File: src/rtl/aabbto_ram.sv
// Generic single-write, single-read RAM with registered read data.
`default_nettype none

module aabbto_ram #(
  parameter int unsigned Width = 8,
  parameter int unsigned Depth = 16
) (
  input  wire logic                     clk_i,
  input  wire logic                     we_i,
  input  wire logic [$clog2(Depth)-1:0] waddr_i,
  input  wire logic [Width-1:0]         wdata_i,
  input  wire logic [$clog2(Depth)-1:0] raddr_i,
  output logic      [Width-1:0]         rdata_o
);

  logic [Width-1:0] mem_q [Depth];

  always_ff @(posedge clk_i) begin
    if (we_i) begin
      mem_q[waddr_i] <= wdata_i;
    end
    rdata_o <= mem_q[raddr_i];
  end

endmodule

`default_nettype wire

File: config.mk
export PLATFORM = sky130hd
export DESIGN_NAME = aabbto_ram
export DESIGN_NICKNAME = d
export VERILOG_FILES = /design/src/rtl/aabbto_ram.sv
export SDC_FILE = /design/constraint.sdc
export NUM_CORES = 1
export LEC_CHECK = 0
export ABC_CLOCK_PERIOD_IN_PS = 1800
export BUFFER_PORTS_ARGS = -buffer_cell sky130_fd_sc_hd__buf_4
export CELL_PAD_IN_SITES_DETAIL_PLACEMENT = 0
export CELL_PAD_IN_SITES_GLOBAL_PLACEMENT = 1
export CORE_MARGIN = 2
export CORE_UTILIZATION = 53
export DETAILED_ROUTE_END_ITERATION = 10
export PLACE_DENSITY = 0.85
export SKIP_CTS_REPAIR_TIMING = 1
export SYNTH_ARGS = -nofsm -noshare
export SYNTH_HDL_FRONTEND = slang
export SYNTH_SLANG_ARGS = --single-unit
File: constraint.sdc
create_clock -name clk_i -period 1.8 [get_ports clk_i]
set_input_delay 0 -clock clk_i [delete_from_list [all_inputs] [get_ports clk_i]]
set_output_delay 0 -clock clk_i [all_outputs]
set_load 0.01 [all_outputs]
=== Word level (Yosys, flattened, before mapping) ===
Memories as Yosys holds them, arrays and structs flattened. A register that Yosys moved wholly into a read port is not among the register bits.
Index checks and enable logic that the tools add are counted.

* Flip-flop bits (word level): 0
* RAM bits: 128
* Output and inout bits: 8
* Word-level logic and storage cells: 3
* Memories: 1
* Bits of input ports: 18

* Muxes and demuxes: 2

{| class="wikitable"
|+ Memory list
! name !! depth !! width !! read ports !! clocked after memory_dff !! write ports !! RTL line !! text
|-
| mem_q || 16 || 8 || 1 || 1 || 1 || 16 || <nowiki>logic [Width-1:0] mem_q [Depth];</nowiki>
|}

{| class="wikitable"
|+ Operators by type and width
! cell !! count
|-
| $mux W1 || 2
|}

=== Logic depth before layout (Yosys ltp) ===
Gate-level depths: netlist of run 1.

* Depth after elaboration: 2
* Mapped depth: 5
* Depth with buffers taken out: 3

=== Worst setup path before layout of run 1 ===
No wires, ideal clock.

* Path kind: input to register
* From: in waddr_i[2]
* To: mem mem_q[0][0] (enable)
* Buffers on the path: 0
* Data required time: 1417 ps
* Arrival: 1110 ps
* Setup time: 383 ps
* Cell stages on the path: 2
* Path slack: 307 ps
* Cell sequence: or3b_2 -> nor3_1

{| class="wikitable"
|+ RTL lines
! element !! RTL line !! text
|-
| start, declared || 10 || <nowiki>input wire logic [$clog2(Depth)-1:0] waddr_i,</nowiki>
|-
| end, declared || 16 ||
|}

No word-level cell before the write port.

==> flow_summary.toml, run 1 <==
[clock_tree]
cts.reportedPaths.clkPinSlew_ns = 0.06
cts_made_buffers = 17
clockRootBuffer = "clkbuf_8"
clock_latency_ns = 0.51
tritoncts = "built"
cts_buffer_depth = 2
htreeDepth = 4
cts.sinks = 136

[die]
num_rows = 35
die_w_um = 103
core_um2 = 9330
start_util = 0.552
fp.dieH_um = 103
dieArea_um2 = 10500
top_level_ports = 26

[pwr]
total_leakage_power_uw = 0.00210
cellPowerDensity_nw_per_um2 = 1140
ir_worst_vdd_uv = 732

[synthesis]
netlist-cell-type-count = 19
synth_cells = 229
yosysWarnings = 0
ys_async_sr_fraction = 0
syn-num-nets = 247
ys_ff_latch = 136
synth-edff-count = 128
syn_area_um2 = 5150
synth_seq_area_share = 0.778
postSynthAreaPerCell_um2 = 22.5
synthFlopType = "edfxtp_1"

[route]
vias_per_cell = 5.87
detail_route.wl_per_cell_um = 23.1
postRouteAntennaNets = 0
route.met3.wl_um = 739
vias = 2534
routed_wirelength_mm = 9.97
drt-pass1-iter-count = 4
dr.max_layer_used = "met4"
drt_iter0_drc = 196
wl_met1_mm = 4.13
dr_wl_met2_mm = 4.92
drc = 0

[place]
io_buffer_count = 25
dpl_cell_area_um2 = 5550
place.gp.congestion = 0.744
place_worst_setup_slack_ns = 0.229
post-dp-hpwl_mm = 5.76

[worst_setup_path]
worstSetupEndpointType = "register"
cp.arrival_ns = 1.83
critical_path_class = "register to register"
crit_required_ns = 2.19
critPathMaxFanout = 1
reg2regPathDepth = 3
start_kind = "register"

[grt]
grt_max_degree = 33
grtUsageTotal = 0.205
overflow = 0
antenna_found_initial = 0
grt_pass1_vias = 2424
grt_pass1_wl_mm = 14.7

[timing]
finClkSkew_ns = 0.00431
drv_slew = 0
finalSetupViolCount = 0
finalCriticalPeriod_ns = 1.44
hold_violations = 0
fin_ws_ns = 0.360
fmax_mhz = 694
tightest_slew_ns = 0.744
max_slew_margin = 0.502
min_period_over_period = 0.800
finalSetupTns_ns = 0
rsz0062_at_grt = "false"

[flow_run]
drv_cap = 0

[min_path]
hold_depth = 3
hp-class = "primary input to register"

[cells_and_area]
area_delta_synth_final_pct = 20.0
n_antenna_cell = 0
design_area_um2 = 6180
finish.utilization = 0.662
final_layout_size_suffix_gt1_frac = 0.307
fin_nets = 308

[outcome]
status = "completed"
synthesized netlist by cell type (2+ instances only):
cell type,n,area share
nand3b_1,2,0.0029
nor2_1,13,0.0095
buf_6,3,0.0066
nand2b_1,2,0.0024
clkdlybuf4s25_2,3,0.0058
nand2_1,9,0.0066
edfxtp_1,128,0.75
mux4_2,18,0.079
buf_2,3,0.0029
a22oi_1,16,0.023
mux4_1,14,0.071
nor3_1,4,0.0039
dfxtp_1,8,0.031
logic make-up (layout without fill, tap and decap cells):
kind of cell / Yosys count / after routing / synth area share
compound gates: 16 / 16 / 0.0233
flops: 136 / 136 / 0.778
buf+inv: 10 / 84 / 0.0168
mux: 32 / 32 / 0.150
simple gates: 35 / 35 / 0.0318
per-layer routing:
layer / up-vias / global-route usage
met5: - / 0
met4: 0 / 0.0831
met3: 15 / 0.0536
met2: 124 / 0.314
met1: 1302 / 0.287
li1: 1093 / -
critical path: stages (launching register included):
cell      delay [ns]
edfxtp_1        0.41
mux4_1          0.54
a22oi_1         0.29
nand2_1         0.08
cell type report:
| type | instances | area (um2) |
|---|---|---|
| clock buffer | 17 | 414 |
| clock inverter | 15 | 131 |
| fill | 591 | 3150 |
| multi-input combinational | 83 | 1060 |
| sequential | 136 | 4000 |
| tap | 129 | 161 |
| timing repair buffer | 52 | 410 |
state kept, by name (all words and copies together) (netlist names):
signal   flops
mem_q      128
rdata_o      8
cell usage in the layout (no fill, tap or decap):
cell	n
edfxtp_1	128
buf_4	44
mux4_2	18
a22oi_1	16
clkbuf_16	16
mux4_1	14
nor2_1	13
nand2_1	9
dlygate4sd3_1	8
dfxtp_1	8
clkinvlp_4	6
nor3_1	4
clkinv_4	4
nand3b_1	2
nand2b_1	2
clkinv_1	2
nor2b_1	1
and2_1	1
and2b_1	1
nand3_1	1
or3b_2	1
clkbuf_8	1
clkinv_2	1
bufinv_16	1
inv_6	1
report_power, final:
group	internal, uW	leakage (uW)	total (uW)	switching, uW
Clock	1820	0.000247	3100	1270
Sequential	3540	0.00122	3560	21.7
Combinational	170	0.000625	361	191
Total	5530	0.00210	7020	1490
worst paths after layout:
kind	startpoint	to	slack (ns)
max	mem_q[2][5]	rdata_o[5]	0.36
min	waddr_i[0]	mem_q[4][3]	0.02
max reg2reg	mem_q[2][5]	rdata_o[5]	0.36
min reg2reg	mem_q[14][5]	rdata_o[5]	0.68
metrics by stage:
stage	std cells	total power, uW	hold slack, ns
2_1_floorplan	229	3810	0.0989
3_5_place_dp	392	3970	0.312
5_1_grt	432	7240	0.00639
4_1_cts	424	7060	-0.234
3_3_place_gp	392	3960	0.292
6_report	432	7020	0.0245
Power figures use the tool's default switching activity.
==> run 2: changes to the inputs <==
--- a/config.mk
+++ b/config.mk
@@ -5,7 +5,7 @@
 export SDC_FILE = /design/constraint.sdc
 export NUM_CORES = 1
 export LEC_CHECK = 0
-export ABC_CLOCK_PERIOD_IN_PS = 1800
+export ABC_CLOCK_PERIOD_IN_PS = 1450
 export BUFFER_PORTS_ARGS = -buffer_cell sky130_fd_sc_hd__buf_4
 export CELL_PAD_IN_SITES_DETAIL_PLACEMENT = 0
 export CELL_PAD_IN_SITES_GLOBAL_PLACEMENT = 1
==> constraint.sdc (replaced) <==
create_clock -name clk_i -period 1.45 [get_ports clk_i]
set_input_delay 0 -clock clk_i [delete_from_list [all_inputs] [get_ports clk_i]]
set_output_delay 0 -clock clk_i [all_outputs]
set_load 0.01 [all_outputs]
==> flow_summary.toml, run 2 (synthesis gave the netlist of run 1 again) <==
[pwr]
switching_share = 0.194
combPwrFrac = 0.051
ir_worst_vdd_uv = 795
cellPowerDensity_nw_per_um2 = 1480
clkPwrFrac = 0.478
total_leakage_power_uw = 0.00220
p_int_uw = 7560
switching_power_uw = 1830
seq_power_share = 0.472

[cells_and_area]
design_area_um2 = 6360
fin_nets = 316
largest_register_ff_count = 128
largestRegisters = "mem_q: 128 flops, rdata_o: 8 flops"
n_antenna_cell = 0
regMostFlops = "mem_q"
final_cell_mix = "edfxtp_1 (128), buf_4 (48), mux4_2 (18)"
finish.utilization = 0.682
final_common_cell = "edfxtp_1"
instances_no_fill = 439
area_delta_synth_final_pct = 23.6
final_layout_size_suffix_gt1_frac = 0.326

[grt]
grt_pass1_vias = 2619
grtUsageTotal = 0.221
grt_pass1_wl_mm = 15.7
antenna_found_initial = 0
grt_max_degree = 33
overflow = 0

[clock_tree]
clock_latency_ns = 0.52
clockRootBuffer = "clkbuf_8"
tritoncts = "built"
htreeDepth = 4
cts.sinks = 136
cts_made_buffers = 17
cts_buffer_depth = 2
cts.reportedPaths.clkPinSlew_ns = 0.06

[die]
start_util = 0.552
top_level_ports = 26
die_w_um = 103
fp.dieH_um = 103
core_um2 = 9330
dieArea_um2 = 10500
num_rows = 35

[place]
place_inst = 399
io_buffer_count = 25
post-dp-hpwl_mm = 6.00
place.gp.congestion = 0.739
dpl_cell_area_um2 = 5650

[timing]
fmax_mhz = 726
rsz0062_at_grt = "false"
max_slew_margin = 0.714
finClkSkew_ns = 0.00420
drv_slew = 0
finalSetupTns_ns = 0
hold_violations = 2
tightest_slew_ns = 0.429
finalSetupViolCount = 0
finalCriticalPeriod_ns = 1.38
min_period_over_period = 0.950
whs_ns = -0.0258

[route]
drc = 0
drt-pass1-iter-count = 5
routed_wirelength_mm = 10.1
detail_route.wl_per_cell_um = 23.1
vias = 2573
postRouteAntennaNets = 0
vias_per_cell = 5.86
drt_iter0_drc = 219

[worst_setup_path]
critical_path_class = "register to register"
worstSetupEndpointType = "register"
critPathMaxFanout = 1
cp.arrival_ns = 1.77
start_kind = "register"
reg2regPathDepth = 3
crit_required_ns = 1.84

[flow_run]
drv_cap = 0

[min_path]
hp-class = "primary input to register"
hold_depth = 4

[outcome]
status = "finished, violations left"
violations = "hold timing"
## run 2: routing by layer
layer  GRT usage  up-vias  wire [um]
li1            -     1113          -
met1       0.292     1326       4260
met2       0.351      120       5050
met3      0.0746       14        690
met4      0.0738        0        135
met5           0        -          0
## run 2: worst paths after layout
kind	from	endpoint	slack (ns)
setup / recovery	mem_q[11][6]	rdata_o[6]	0.07
hold / removal	raddr_i[2]	rdata_o[1]	-0.03
setup reg to reg	mem_q[11][6]	rdata_o[6]	0.07
hold reg to reg	mem_q[11][1]	rdata_o[1]	0.68
## run 2: stage by stage
step                total power, uW  worst slack (ns)
floorplan                      4730             0.184
detailed placement             4960           -0.0377
CTS                            9410           -0.0141
finish                         9390            0.0729
global placement               4940           -0.0302
global route                   9660            0.0241
## run 2: cell type report
| type | instances | area (um2) |
|---|---|---|
| repair buffers | 60 | 510 |
| clock buffers | 17 | 414 |
| flip-flops and latches | 136 | 4000 |
| well taps | 129 | 161 |
| clock inverters | 14 | 206 |
| multi-input cells | 83 | 1070 |
| fillers | 569 | 2960 |
## run 2: critical path: stages, from the launching register on
cell and delay [ns]:
edfxtp_1 0.35, mux4_2 0.46, a22oi_1 0.34, nand2_1 0.10
## run 2: power by group through the flow
stage	Clock (uW)	Sequential, uW	Combinational, uW
2_1_floorplan	0	4510	223
6_report	4490	4430	475
5_1_grt	4710	4430	515
3_3_place_gp	0	4500	441
4_1_cts	4520	4430	460
3_5_place_dp	0	4510	451
==> run 3: changes to the inputs <==
--- a/config.mk
+++ b/config.mk
@@ -9,6 +9,7 @@
 export BUFFER_PORTS_ARGS = -buffer_cell sky130_fd_sc_hd__buf_4
 export CELL_PAD_IN_SITES_DETAIL_PLACEMENT = 0
 export CELL_PAD_IN_SITES_GLOBAL_PLACEMENT = 1
+export CORE_ASPECT_RATIO = 0.7
 export CORE_MARGIN = 2
 export CORE_UTILIZATION = 53
 export DETAILED_ROUTE_END_ITERATION = 10
==> flow_summary.toml, run 3 (synthesis gave the netlist of run 1 again) <==
[outcome]
status = "completed"

[pwr]
seq_power_share = 0.479
switching_power_uw = 1750
p_total_uw = 9250
combPwrFrac = 0.051
total_leakage_power_uw = 0.00223
ir_worst_vdd_uv = 1120
clkPwrFrac = 0.470
switching_share = 0.189
p_int_uw = 7500
cellPowerDensity_nw_per_um2 = 1450

[cells_and_area]
area_delta_synth_final_pct = 23.7
nFillCells = 613
seq_area_um2 = 4000
final_common_cell = "edfxtp_1"
multi_input_area_um2 = 1060
largest_register_ff_count = 128
largestRegisters = "mem_q: 128 flops, rdata_o: 8 flops"
final_cell_mix = "edfxtp_1 (128), buf_4 (52), mux4_2 (18)"
final_layout_size_suffix_gt1_frac = 0.334
n_antenna_cell = 0
finish.utilization = 0.665
instances_no_fill = 442
regMostFlops = "mem_q"
fin_nets = 319

[die]
fp.dieH_um = 86.5
dieArea_um2 = 10500
top_level_ports = 26
num_rows = 30
core_um2 = 9570
die_w_um = 122
start_util = 0.538

[timing]
finalCriticalPeriod_ns = 1.36
finalSetupTns_ns = 0
whs_ns = 0.114
rsz0062_at_grt = "false"
tightest_slew_ns = 0.395
drv_slew = 0
fmax_mhz = 737
min_period_over_period = 0.935
finClkSkew_ns = 0.00609
hold_violations = 0
max_slew_margin = 0.737
finalSetupViolCount = 0

[route]
postRouteAntennaNets = 0
detail_route.wl_per_cell_um = 22.4
vias_per_cell = 5.64
drt-pass1-iter-count = 4
drt_iter0_drc = 307
routed_wirelength_mm = 9.91
vias = 2494
drc = 0

[grt]
grtUsageMet3 = 0.0605
grt_pass1_vias = 2580
grt_pass1_wl_mm = 15.5
grt_max_degree = 17
antenna_found_initial = 0
grt_use_met2 = 0.319
overflow = 0
grtUsageTotal = 0.215
use_met1 = 0.309
grt.busiest_layer = "met2"

[place]
place.gp.congestion = 0.782
place_inst = 402
io_buffer_count = 25
post-dp-hpwl_mm = 6.43

[worst_setup_path]
start_kind = "register"
timing.reg2reg.setup_slack_ns = 0.09
critical_path_class = "register to register"
cp.arrival_ns = 1.65
cpMaxStageDelayCell = "mux4_1"
worstSetupEndpointType = "register"
max_stage_delay_ns = 0.55
worst-path-buf-inv = 0
crit_required_ns = 1.74
path_delay_family = "multiplexers"
critPathMaxFanout = 1
crit_chain = "mux4_1 > a22oi_1 > nand2_1"

[clock_tree]
tritoncts = "built"
cts.reportedPaths.clkPinSlew_ns = 0.05
htreeDepth = 4
cts.sinks = 136
cts_made_buffers = 17
cts_buffer_depth = 2
clock_latency_ns = 0.41
clockRootBuffer = "clkbuf_16"

[flow_run]
drv_cap = 0

[min_path]
hp-class = "primary input to register"
## run 3: path summary, 6_finish.rpt
check               start     endpoint  cells after the start
max reg2reg   mem_q[5][0]   rdata_o[0]                      3
max           mem_q[5][0]   rdata_o[0]                      3
min            waddr_i[0]  mem_q[4][5]                      3
min reg2reg  mem_q[14][0]   rdata_o[0]                      3
## run 3: through the flow
stage	area [um2]	setup WS, ns
after detailed placement	5680	0.0609
after floorplan	5150	0.184
final	6360	0.0936
after CTS	6280	0.0882
after global routing	6360	0.0271
after global placement	5680	0.0653
## run 3: area by class of cell
type / instances / share of cell area
sequential: 136 / 0.629
timing repair buffer: 63 / 0.0833
tap: 128 / 0.0252
clock buffer: 23 / 0.0767
clock inverter: 9 / 0.0189
multi-input combinational: 83 / 0.167
## run 3: worst reg2reg max path, cell delays in order, from the launching register on
cell and delay [ns]:
edfxtp_1 0.36, mux4_1 0.55, a22oi_1 0.25, nand2_1 0.08
## run 3: power by group through the flow
stage / registers (uW) / clock network [uW] / logic (uW)
floorplan: 4510 / 0 / 223
global placement: 4500 / 0 / 449
detailed placement: 4510 / 0 / 457
CTS: 4430 / 4410 / 461
global route: 4430 / 4600 / 515
finish: 4430 / 4350 / 472
## run 3: metal layers
layer	share of wire	wire, um	vias to the layer above
li1	-	-	1118
met1	0.47	4620	1298
met2	0.48	4710	72
met3	0.053	527	6
met4	0.0059	58	0
met5	0	0	-
